### src/pqkr_pkg.sv
// Shared types, sizes and codes for the process queue with removal by key.
package pqkr_pkg;

   // Queue depth and stored id width.
   localparam int CAPACITY = 16;
   localparam int ID_BITS = 16;

   // Fixed field widths of the request and response beats.
   localparam int MODE_BITS = 3;
   localparam int PID_BITS = 16;
   localparam int HANDLE_BITS = 16;
   localparam int STATUS_BITS = 2;
   localparam int FILL_BITS = 5;

   // Derived sizes.
   localparam int SLOT_BITS = (CAPACITY > 1) ? $clog2(CAPACITY) : 1;
   localparam int COUNT_BITS = $clog2(CAPACITY + 1);
   localparam int ENTRY_BITS = PID_BITS + HANDLE_BITS;

   // Mask that keeps the low ID_BITS bits of an incoming id.
   localparam logic [PID_BITS-1:0] ID_MASK =
      (ID_BITS >= PID_BITS) ? {PID_BITS{1'b1}}
                            : PID_BITS'((64'd1 << ID_BITS) - 64'd1);

   // Request modes.
   localparam logic [MODE_BITS-1:0] MODE_ENQUEUE = 3'd0;
   localparam logic [MODE_BITS-1:0] MODE_DEQUEUE = 3'd1;
   localparam logic [MODE_BITS-1:0] MODE_PEEK    = 3'd2;
   localparam logic [MODE_BITS-1:0] MODE_REMOVE  = 3'd3;
   localparam logic [MODE_BITS-1:0] MODE_FIND    = 3'd4;
   localparam logic [MODE_BITS-1:0] MODE_START   = 3'd5;
   localparam logic [MODE_BITS-1:0] MODE_NEXT    = 3'd6;

   // Response status codes.
   localparam logic [STATUS_BITS-1:0] STATUS_OK       = 2'd0;
   localparam logic [STATUS_BITS-1:0] STATUS_NOTFOUND = 2'd1;
   localparam logic [STATUS_BITS-1:0] STATUS_FULL     = 2'd2;

   typedef struct packed {
      logic [MODE_BITS-1:0]   mode;
      logic [PID_BITS-1:0]    proc_id;
      logic [HANDLE_BITS-1:0] proc_handle;
   } req_type;

   typedef struct packed {
      logic [STATUS_BITS-1:0] status;
      logic [PID_BITS-1:0]    out_id;
      logic [HANDLE_BITS-1:0] out_handle;
      logic [FILL_BITS-1:0]   fill_count;
      logic                   walk_more;
   } rsp_type;

   typedef enum logic [2:0] {
      ST_IDLE,
      ST_FETCH,
      ST_SCAN,
      ST_SHIFT,
      ST_RESP
   } state_type;

   // Reports an entry count in the fixed width of the fill_count field.
   function automatic logic [FILL_BITS-1:0] fill_field(input logic [COUNT_BITS-1:0] count);
      logic [COUNT_BITS+FILL_BITS-1:0] wide;
      wide = {{FILL_BITS{1'b0}}, count};
      return wide[FILL_BITS-1:0];
   endfunction

endpackage

### src/pqkr_ram.sv
// Generic single-port-write, single-port-read RAM with registered read data.
module pqkr_ram #(
   parameter int WIDTH = 32,
   parameter int DEPTH = 16
) (
   input  logic                     clock,
   input  logic                     wr_en,
   input  logic [$clog2(DEPTH)-1:0] wr_addr,
   input  logic [WIDTH-1:0]         wr_data,
   input  logic [$clog2(DEPTH)-1:0] rd_addr,
   output logic [WIDTH-1:0]         rd_data
);

   logic [WIDTH-1:0] mem_ff [DEPTH];
   logic [WIDTH-1:0] rd_data_ff;

   // Write port and registered read port.
   always_ff @(posedge clock) begin
      if (wr_en) begin
         mem_ff[wr_addr] <= wr_data;
      end
      rd_data_ff <= mem_ff[rd_addr];
   end

   assign rd_data = rd_data_ff;

endmodule

### src/process_queue_with_key_removal_top.sv
// Top level of the process queue: control sequencer around one entry RAM.
//
// Usage: a request beat on req_ (valid/ready) carries a mode, a process id
// and a handle; every request produces exactly one response beat on rsp_
// (valid/ready) with a status, the entry found, the fill count and whether
// the walk still points at an entry. Entries live in one RAM in arrival
// order, slot 0 being the head.
// Timing: one request is worked on at a time. Enqueue, start walk and
// refused requests go straight to the response; peek and walk next read
// one entry first. Dequeue reads the head and then closes the gap, moving
// one entry per cycle through the read pipeline. Find scans one slot per
// cycle through the RAM read port; remove scans and then closes the gap.
// The response sits in an output register, so a new request is taken as
// soon as the sequencer is idle, even while the previous response is
// stalled; the sequencer waits only if a second response is due then.
// Reset: clears the fill count and walk position; RAM contents need no
// clearing since only data read from slots below the fill count is used.
module process_queue_with_key_removal_top (
   input  logic              clock,
   input  logic              reset,
   input  logic              req_valid,
   output logic              req_ready,
   input  pqkr_pkg::req_type req_data,
   output logic              rsp_valid,
   input  logic              rsp_ready,
   output pqkr_pkg::rsp_type rsp_data
);

   pqkr_pkg::state_type state_ff, state_in;

   logic [pqkr_pkg::COUNT_BITS-1:0]  count_ff, count_in;
   logic [pqkr_pkg::COUNT_BITS-1:0]  walk_ff, walk_in;
   logic [pqkr_pkg::MODE_BITS-1:0]   mode_ff, mode_in;
   logic [pqkr_pkg::PID_BITS-1:0]    key_ff, key_in;
   logic [pqkr_pkg::COUNT_BITS-1:0]  rd_idx_ff, rd_idx_in;
   logic [pqkr_pkg::COUNT_BITS-1:0]  chk_idx_ff, chk_idx_in;
   logic                             chk_valid_ff, chk_valid_in;
   logic [pqkr_pkg::COUNT_BITS-1:0]  slot_ff, slot_in;
   logic [pqkr_pkg::STATUS_BITS-1:0] res_status_ff, res_status_in;
   logic [pqkr_pkg::PID_BITS-1:0]    res_id_ff, res_id_in;
   logic [pqkr_pkg::HANDLE_BITS-1:0] res_handle_ff, res_handle_in;
   logic                             rsp_valid_ff, rsp_valid_in;
   pqkr_pkg::rsp_type                rsp_data_ff, rsp_data_in;

   logic                             wr_en;
   logic [pqkr_pkg::SLOT_BITS-1:0]   wr_addr;
   logic [pqkr_pkg::ENTRY_BITS-1:0]  wr_data;
   logic [pqkr_pkg::SLOT_BITS-1:0]   rd_addr;
   logic [pqkr_pkg::ENTRY_BITS-1:0]  rd_data;

   logic [pqkr_pkg::PID_BITS-1:0]    req_key;
   logic [pqkr_pkg::PID_BITS-1:0]    rd_id;
   logic [pqkr_pkg::HANDLE_BITS-1:0] rd_handle;
   logic                             queue_full;
   logic                             queue_empty;
   logic                             walk_open;
   logic                             scan_hit;
   logic                             sweep_done;
   logic                             rsp_free;
   logic [pqkr_pkg::COUNT_BITS-1:0]  chk_prev;

   // Entry store: id in the upper half, handle in the lower half.
   pqkr_ram #(
      .WIDTH (pqkr_pkg::ENTRY_BITS),
      .DEPTH (pqkr_pkg::CAPACITY)
   ) u_entry_ram (
      .clock   (clock),
      .wr_en   (wr_en),
      .wr_addr (wr_addr),
      .wr_data (wr_data),
      .rd_addr (rd_addr),
      .rd_data (rd_data)
   );

   // Shared conditions.
   assign req_key     = req_data.proc_id & pqkr_pkg::ID_MASK;
   assign rd_id       = rd_data[pqkr_pkg::ENTRY_BITS-1 -: pqkr_pkg::PID_BITS];
   assign rd_handle   = rd_data[pqkr_pkg::HANDLE_BITS-1:0];
   assign queue_full  = (count_ff == pqkr_pkg::COUNT_BITS'(pqkr_pkg::CAPACITY));
   assign queue_empty = (count_ff == '0);
   assign walk_open   = (walk_ff < count_ff);
   assign scan_hit    = chk_valid_ff && (rd_id == key_ff);
   assign sweep_done  = !chk_valid_ff && (rd_idx_ff >= count_ff);
   assign rsp_free    = !rsp_valid_ff || rsp_ready;
   assign chk_prev    = chk_idx_ff - 1'b1;

   assign req_ready = (state_ff == pqkr_pkg::ST_IDLE);
   assign rsp_valid = rsp_valid_ff;
   assign rsp_data  = rsp_data_ff;

   // Next state.
   always_comb begin
      state_in = state_ff;
      case (state_ff)
         pqkr_pkg::ST_IDLE: begin
            if (req_valid) begin
               case (req_data.mode)
                  pqkr_pkg::MODE_DEQUEUE,
                  pqkr_pkg::MODE_PEEK: begin
                     state_in = queue_empty ? pqkr_pkg::ST_RESP : pqkr_pkg::ST_FETCH;
                  end
                  pqkr_pkg::MODE_NEXT: begin
                     state_in = walk_open ? pqkr_pkg::ST_FETCH : pqkr_pkg::ST_RESP;
                  end
                  pqkr_pkg::MODE_REMOVE,
                  pqkr_pkg::MODE_FIND: begin
                     state_in = pqkr_pkg::ST_SCAN;
                  end
                  default: begin
                     state_in = pqkr_pkg::ST_RESP;
                  end
               endcase
            end
         end
         pqkr_pkg::ST_FETCH: begin
            state_in = (mode_ff == pqkr_pkg::MODE_DEQUEUE) ? pqkr_pkg::ST_SHIFT
                                                           : pqkr_pkg::ST_RESP;
         end
         pqkr_pkg::ST_SCAN: begin
            if (scan_hit) begin
               state_in = (mode_ff == pqkr_pkg::MODE_REMOVE) ? pqkr_pkg::ST_SHIFT
                                                             : pqkr_pkg::ST_RESP;
            end else if (sweep_done) begin
               state_in = pqkr_pkg::ST_RESP;
            end
         end
         pqkr_pkg::ST_SHIFT: begin
            if (sweep_done) begin
               state_in = pqkr_pkg::ST_RESP;
            end
         end
         pqkr_pkg::ST_RESP: begin
            if (rsp_free) begin
               state_in = pqkr_pkg::ST_IDLE;
            end
         end
         default: begin
            state_in = pqkr_pkg::ST_IDLE;
         end
      endcase
   end

   // Datapath, RAM access and response register loading.
   always_comb begin
      count_in      = count_ff;
      walk_in       = walk_ff;
      mode_in       = mode_ff;
      key_in        = key_ff;
      rd_idx_in     = rd_idx_ff;
      chk_idx_in    = chk_idx_ff;
      chk_valid_in  = chk_valid_ff;
      slot_in       = slot_ff;
      res_status_in = res_status_ff;
      res_id_in     = res_id_ff;
      res_handle_in = res_handle_ff;
      rsp_valid_in  = rsp_valid_ff && !rsp_ready;
      rsp_data_in   = rsp_data_ff;
      wr_en         = 1'b0;
      wr_addr       = '0;
      wr_data       = {key_ff, res_handle_ff};
      rd_addr       = '0;

      case (state_ff)
         pqkr_pkg::ST_IDLE: begin
            if (req_valid) begin
               mode_in       = req_data.mode;
               key_in        = req_key;
               res_status_in = pqkr_pkg::STATUS_NOTFOUND;
               res_id_in     = '0;
               res_handle_in = '0;
               rd_idx_in     = '0;
               chk_valid_in  = 1'b0;
               case (req_data.mode)
                  pqkr_pkg::MODE_ENQUEUE: begin
                     if (queue_full) begin
                        res_status_in = pqkr_pkg::STATUS_FULL;
                     end else begin
                        // Append at the tail and echo the stored entry.
                        wr_en         = 1'b1;
                        wr_addr       = count_ff[pqkr_pkg::SLOT_BITS-1:0];
                        wr_data       = {req_key, req_data.proc_handle};
                        count_in      = count_ff + 1'b1;
                        res_status_in = pqkr_pkg::STATUS_OK;
                        res_id_in     = req_key;
                        res_handle_in = req_data.proc_handle;
                     end
                  end
                  pqkr_pkg::MODE_START: begin
                     walk_in       = '0;
                     res_status_in = pqkr_pkg::STATUS_OK;
                  end
                  pqkr_pkg::MODE_NEXT: begin
                     rd_addr = walk_ff[pqkr_pkg::SLOT_BITS-1:0];
                     if (walk_open) begin
                        walk_in = walk_ff + 1'b1;
                     end
                  end
                  default: begin
                     // Dequeue and peek read the head; others need no read.
                     rd_addr = '0;
                  end
               endcase
            end
         end
         pqkr_pkg::ST_FETCH: begin
            res_status_in = pqkr_pkg::STATUS_OK;
            res_id_in     = rd_id;
            res_handle_in = rd_handle;
            // A dequeue closes the gap behind the head.
            slot_in      = '0;
            rd_idx_in    = pqkr_pkg::COUNT_BITS'(1);
            chk_valid_in = 1'b0;
         end
         pqkr_pkg::ST_SCAN: begin
            // One slot read per cycle; the data of the previous slot is compared.
            rd_addr = rd_idx_ff[pqkr_pkg::SLOT_BITS-1:0];
            if (scan_hit) begin
               res_status_in = pqkr_pkg::STATUS_OK;
               res_id_in     = rd_id;
               res_handle_in = rd_handle;
               slot_in       = chk_idx_ff;
               rd_idx_in     = chk_idx_ff + 1'b1;
               chk_valid_in  = 1'b0;
            end else begin
               chk_valid_in = (rd_idx_ff < count_ff);
               chk_idx_in   = rd_idx_ff;
               if (rd_idx_ff < count_ff) begin
                  rd_idx_in = rd_idx_ff + 1'b1;
               end
            end
         end
         pqkr_pkg::ST_SHIFT: begin
            // Read slot i + 1, write it into slot i on the following cycle.
            rd_addr = rd_idx_ff[pqkr_pkg::SLOT_BITS-1:0];
            if (chk_valid_ff) begin
               wr_en   = 1'b1;
               wr_addr = chk_prev[pqkr_pkg::SLOT_BITS-1:0];
               wr_data = rd_data;
            end
            chk_valid_in = (rd_idx_ff < count_ff);
            chk_idx_in   = rd_idx_ff;
            if (rd_idx_ff < count_ff) begin
               rd_idx_in = rd_idx_ff + 1'b1;
            end
            if (sweep_done) begin
               count_in = count_ff - 1'b1;
               // Keep the walk on the same entry when one before it leaves.
               if (walk_ff > slot_ff) begin
                  walk_in = walk_ff - 1'b1;
               end
            end
         end
         pqkr_pkg::ST_RESP: begin
            if (rsp_free) begin
               rsp_valid_in           = 1'b1;
               rsp_data_in.status     = res_status_ff;
               rsp_data_in.out_id     = res_id_ff;
               rsp_data_in.out_handle = res_handle_ff;
               rsp_data_in.fill_count = pqkr_pkg::fill_field(count_ff);
               rsp_data_in.walk_more  = walk_open;
            end
         end
         default: begin
            rd_addr = '0;
         end
      endcase
   end

   // Control registers.
   always_ff @(posedge clock) begin
      if (reset) begin
         state_ff     <= pqkr_pkg::ST_IDLE;
         count_ff     <= '0;
         walk_ff      <= '0;
         chk_valid_ff <= 1'b0;
         rsp_valid_ff <= 1'b0;
      end else begin
         state_ff     <= state_in;
         count_ff     <= count_in;
         walk_ff      <= walk_in;
         chk_valid_ff <= chk_valid_in;
         rsp_valid_ff <= rsp_valid_in;
      end
   end

   // Payload registers.
   always_ff @(posedge clock) begin
      mode_ff       <= mode_in;
      key_ff        <= key_in;
      rd_idx_ff     <= rd_idx_in;
      chk_idx_ff    <= chk_idx_in;
      slot_ff       <= slot_in;
      res_status_ff <= res_status_in;
      res_id_ff     <= res_id_in;
      res_handle_ff <= res_handle_in;
      rsp_data_ff   <= rsp_data_in;
   end

endmodule

### config.mk
export PLATFORM = sky130hd
export DESIGN_NAME = process_queue_with_key_removal_top
export DESIGN_NICKNAME = d
export VERILOG_FILES = /design/src/pqkr_pkg.sv /design/src/pqkr_ram.sv /design/src/process_queue_with_key_removal_top.sv
export SDC_FILE = /design/constraint.sdc
export NUM_CORES = 1
export LEC_CHECK = 0
export BUFFER_PORTS_ARGS = -buffer_cell sky130_fd_sc_hd__buf_2
export CELL_PAD_IN_SITES_DETAIL_PLACEMENT = 1
export CELL_PAD_IN_SITES_GLOBAL_PLACEMENT = 1
export CORE_MARGIN = 3
export CORE_UTILIZATION = 58
export CTS_BUF_LIST = sky130_fd_sc_hd__clkbuf_8
export DETAILED_ROUTE_END_ITERATION = 8
export PLACE_DENSITY = 0.95
export SLEW_MARGIN = 0
export SYNTH_ARGS = -nofsm -noshare
export SYNTH_HDL_FRONTEND = slang
export SYNTH_SLANG_ARGS = --single-unit
export TNS_END_PERCENT = 100
### constraint.sdc
create_clock -name clock -period 11.2 [get_ports clock]
set_clock_uncertainty 0.2 [all_clocks]
set_input_delay 1.68 -clock clock [delete_from_list [all_inputs] [get_ports clock]]
set_output_delay 1.68 -clock clock [all_outputs]
set_load 0.01 [all_outputs]
==> results <==
- The cell sitting at the root of the clock tree is a clkbuf_8.
- The floorplan step set the die width to between 200 and 250 um.
- The first-pass GRT wire length is around 120,000 um.
- The overall die area is 48,270 um^2.
- Max-cap violations in this run came to 0.
- The synthesized flop and latch total is around 670.
- By count the netlist is led by edfxtp_1 (620), mux2i_1 (258), o22ai_1 (136).
- The clock tree buffer depth is 3.
- After technology mapping, the gate count stands at between 1,500 and 2,000.
- The count of buffers inserted at the top-level ports is 80.
- STA classifies the critical path startpoint as a primary input.
- The total standard cell area after synthesis is around 26,000 um^2.
- The critical path endpoint category is a flop.
- The flow ran to the end, and the final reports show no timing, DRC or antenna violations.
- Detailed placement ended at an HPWL of between 40,000 and 50,000 um.
- The total detailed-routing wirelength is 83,120 um.
- The highest attainable clock frequency is around 180 MHz.
- The congestion estimate from routability-driven global placement came to 0.8742.
- The count of clock tree sinks is about 670.
- For this run, global-route usage on met3 was measured as 8.425%.
- The residual antenna-violating net count after detailed routing is 0.
- The number of gates resized after cts is 0.
- In this run the count of I/O pins placed on the die edge is 81.
- The power density of the placed cells is ~170 nW/um^2.
- The smallest clock period supported by the final layout is computed as about 5600 ps.
- Traced cell by cell, the critical path runs through buf_2 -> or4b_4 -> clkinv_2 -> a32oi_4 -> buf_12 -> buf_4 -> mux2i_1 -> o22ai_1 -> nor2_1 -> nand2_1.
- The total routing usage reported by global routing is a little over a third.
- The standard cell with the maximum stage delay on the critical path is buf_4.
- For this configuration, the core starts out at a cell density of roughly three fifths.
- The global routing met2 resource utilization is 57.71%.
- The critical path required time is roughly 12,000 ps.
- The share of final-layout standard cells stronger than drive strength 1 is approximately 14%.
- The sequential-to-total area share from yosys stat is between 70 and 80%.
- In this run the worst path has a maximum fanout of between 100 and 150.
- Headroom to the max-slew limit came out at ~8.3%.
- After synthesis, the cell types taking the most area are edfxtp_1 (70%), mux2i_1 (9.7%), dfxtp_1 (3.6%).
- After detailed routing, the number of vias per cell comes to just under 7.
- The maximum number of pins on one net before global-route repair is about 130.
- The sum of overflow across all layers after global routing is 0.
- The number of library cell types mapped by synthesis is a little over 60.
- The top-area cell type share of the netlist area is roughly 70%.
- The number of warnings reported in the yosys synthesis log is 0.
- In this run, synthesis inferred 620 flip-flops with an integrated enable.
- The TritonCTS clock tree is built.
- Data arrives at the worst endpoint at 5980 ps.
- The die extent in y is roughly 220 um.
- From synthesis to final layout, the design area changed by 11.34%.
- The final number of max-transition violations came to 0.
- At the pin with the least slew margin, the transition time is between 1000 and 1500 ps.
- The fraction of registers with async set/reset is 0%.
- The maximum level of the CTS H-tree is 3.
- By instance count, the leading cell after synthesis is edfxtp_1.
- The worst min-delay path category is flop to flop.
- The core box area is ~45,000 um^2.
- The smallest hold slack is between 200 and 250 ps.
- The final routed DRC violation total is 0.
- Once the clock tree was built, the setup fixing pass inserted 0 buffers.
- Setup repair after global routing left no endpoint under its margin.
- The post-synthesis area per instance is 15.80 um^2.
- The most used flip-flop cell after synthesis is edfxtp_1.
- The number of buffers and inverters on the critical path is 4.
- The total clock buffers created by CTS is 101.
- Counting every net in the synthesized netlist gives 1,738.
- The analysis attributes to cell leakage a power of approximately 12 nW.
- The number of hold-slack violations in the final timing report is 0.
- The sum of negative setup slack is 0 ps.
- The average detailed-routed wire length per instance is 33.57 um.
- The final worst-path cycle share is between 50% and 60%.
- The detailed-routing iteration count for the pre-antenna-repair pass is 8.
- Broken down by cell family, the worst path's largest delay share belongs to buffers and inverters.
- The iteration-0 DRC count of the detailed router is between 2,000 and 2,500.
- The via count of the first global-routing pass came to approximately 18,000.
- The worst vdd rail ir drop is 0.1041 mV.
- After clock tree synthesis, the clock-pin slew on the worst setup and hold paths is ~70 ps.
- The routed via count is between 15,000 and 20,000.
- The layout net count is 1,860.
- In this run, post-CTS hold repair placed 0 buffers.
- Summed over all instances, the cell type with the most area after synthesis is edfxtp_1.
- In this run the most used layer during global routing was met2.
- The category of the most critical setup path is primary input to flop.
- In this run the core area contains 77 standard-cell rows.
- The number of antenna violations at the first check in global routing is 0.
- The met1 routing resource usage after global routing is 42.14%.
- The insertion delay of the later-clocked pin in the worst-skew pair is 720 ps.
- The final setup violation count is 0.
- For this run, the slowest stage of the critical path takes 1050 ps.
## through the flow
step	cell area, um^2	total power, W	setup slack [ps]	std cells	utilization (%)
after detailed placement	27630	0.003180	5160	2287	61.80
after floorplan	26490	0.003052	6002	1676	-
after global placement	27630	0.003147	5562	2287	61.80
after global routing	29490	0.005201	5595	2474	65.96
after CTS	29490	0.005064	5803	2474	65.96
final	29490	0.005069	5587	2476	65.97
## final cells by class
type	count	area (um^2)
Antenna cell	2	5.005
Tap cell	592	740.7
Sequential cell	667	19560
Fill cell	4009	15210
Inverter	25	95.09
Multi-Input combinational cell	898	6633
Clock buffer	111	1528
Clock inverter	76	330.3
Timing Repair Buffer	105	600.6
## path summary, 6_finish.rpt
path                startpoint                       to  depth (start not counted)  slack [ps]
hold reg to reg   res_id_ff[0]             rsp_data[22]                          0         220
setup / recovery     req_valid  u_entry_ram.rd_data[10]                         10        5590
setup reg to reg   state_ff[1]  u_entry_ram.rd_data[10]                          9        5620
hold / removal    res_id_ff[0]             rsp_data[22]                          0         220
## registers in the layout (all words and copies together) (netlist names), 16 cells and up
register             flops
u_entry_ram.mem_ff     512
rsp_data                40
u_entry_ram.rd_data     32
key_ff                  16
res_handle_ff           16
res_id_ff               16
## per-layer routing
layer  vias up  wire length, um
li1       6791                -
met1      8661            28980
met2      1312            40940
met3       389             8225
met4         0             4965
met5         -                0
## logic make-up (layout without fill, tap and decap cells)
logic type | count (synthesis) | after routing | share of synthesized area (%)
mux | 260 | 260 | 9.835
fa+ha+maj | 24 | 24 | 1.153
buf+inv | 111 | 317 | 1.833
compound gates | 282 | 282 | 7.350
flops | 667 | 667 | 73.84
xor+xnor | 32 | 32 | 1.058
simple gates | 300 | 300 | 4.931
other cells | 0 | 2 | 0
## power by group
| group | switching, W | internal [W] | total, W |
|---|---|---|---|
| combinational | 0.000218 | 0.0000745 | 0.000292 |
| sequential | 0.0000408 | 0.00282 | 0.00286 |
| clock | 0.00100 | 0.000913 | 0.00191 |
## layout by cell type (no fill, tap or decap), types with 9 or more instances in the layout
cell type	synthesis	routed
a22oi_1	38	38
nor2_4	0	18
nand2_1	124	124
o22ai_1	136	136
mux2i_1	258	258
a21oi_1	15	13
nor2_1	104	86
inv_1	23	79
nand3_1	17	15
o21ai_0	16	16
a22o_1	34	34
edfxtp_1	620	620
xnor2_1	25	25
clkinv_1	0	9
buf_4	1	24
ha_1	22	22
buf_2	39	80
dfxtp_1	47	47
clkbuf_8	0	111
nor3_1	9	9
## worst reg2reg max path: stages (launching register included)
cell and delay (ps):
dfxtp_1 980, or4b_4 330, clkinv_2 530, a32oi_4 470, buf_12 560, buf_4 1370
mux2i_1 490, o22ai_1 150, nor2_1 220, nand2_1 130
(Power assumes the default switching activity.)
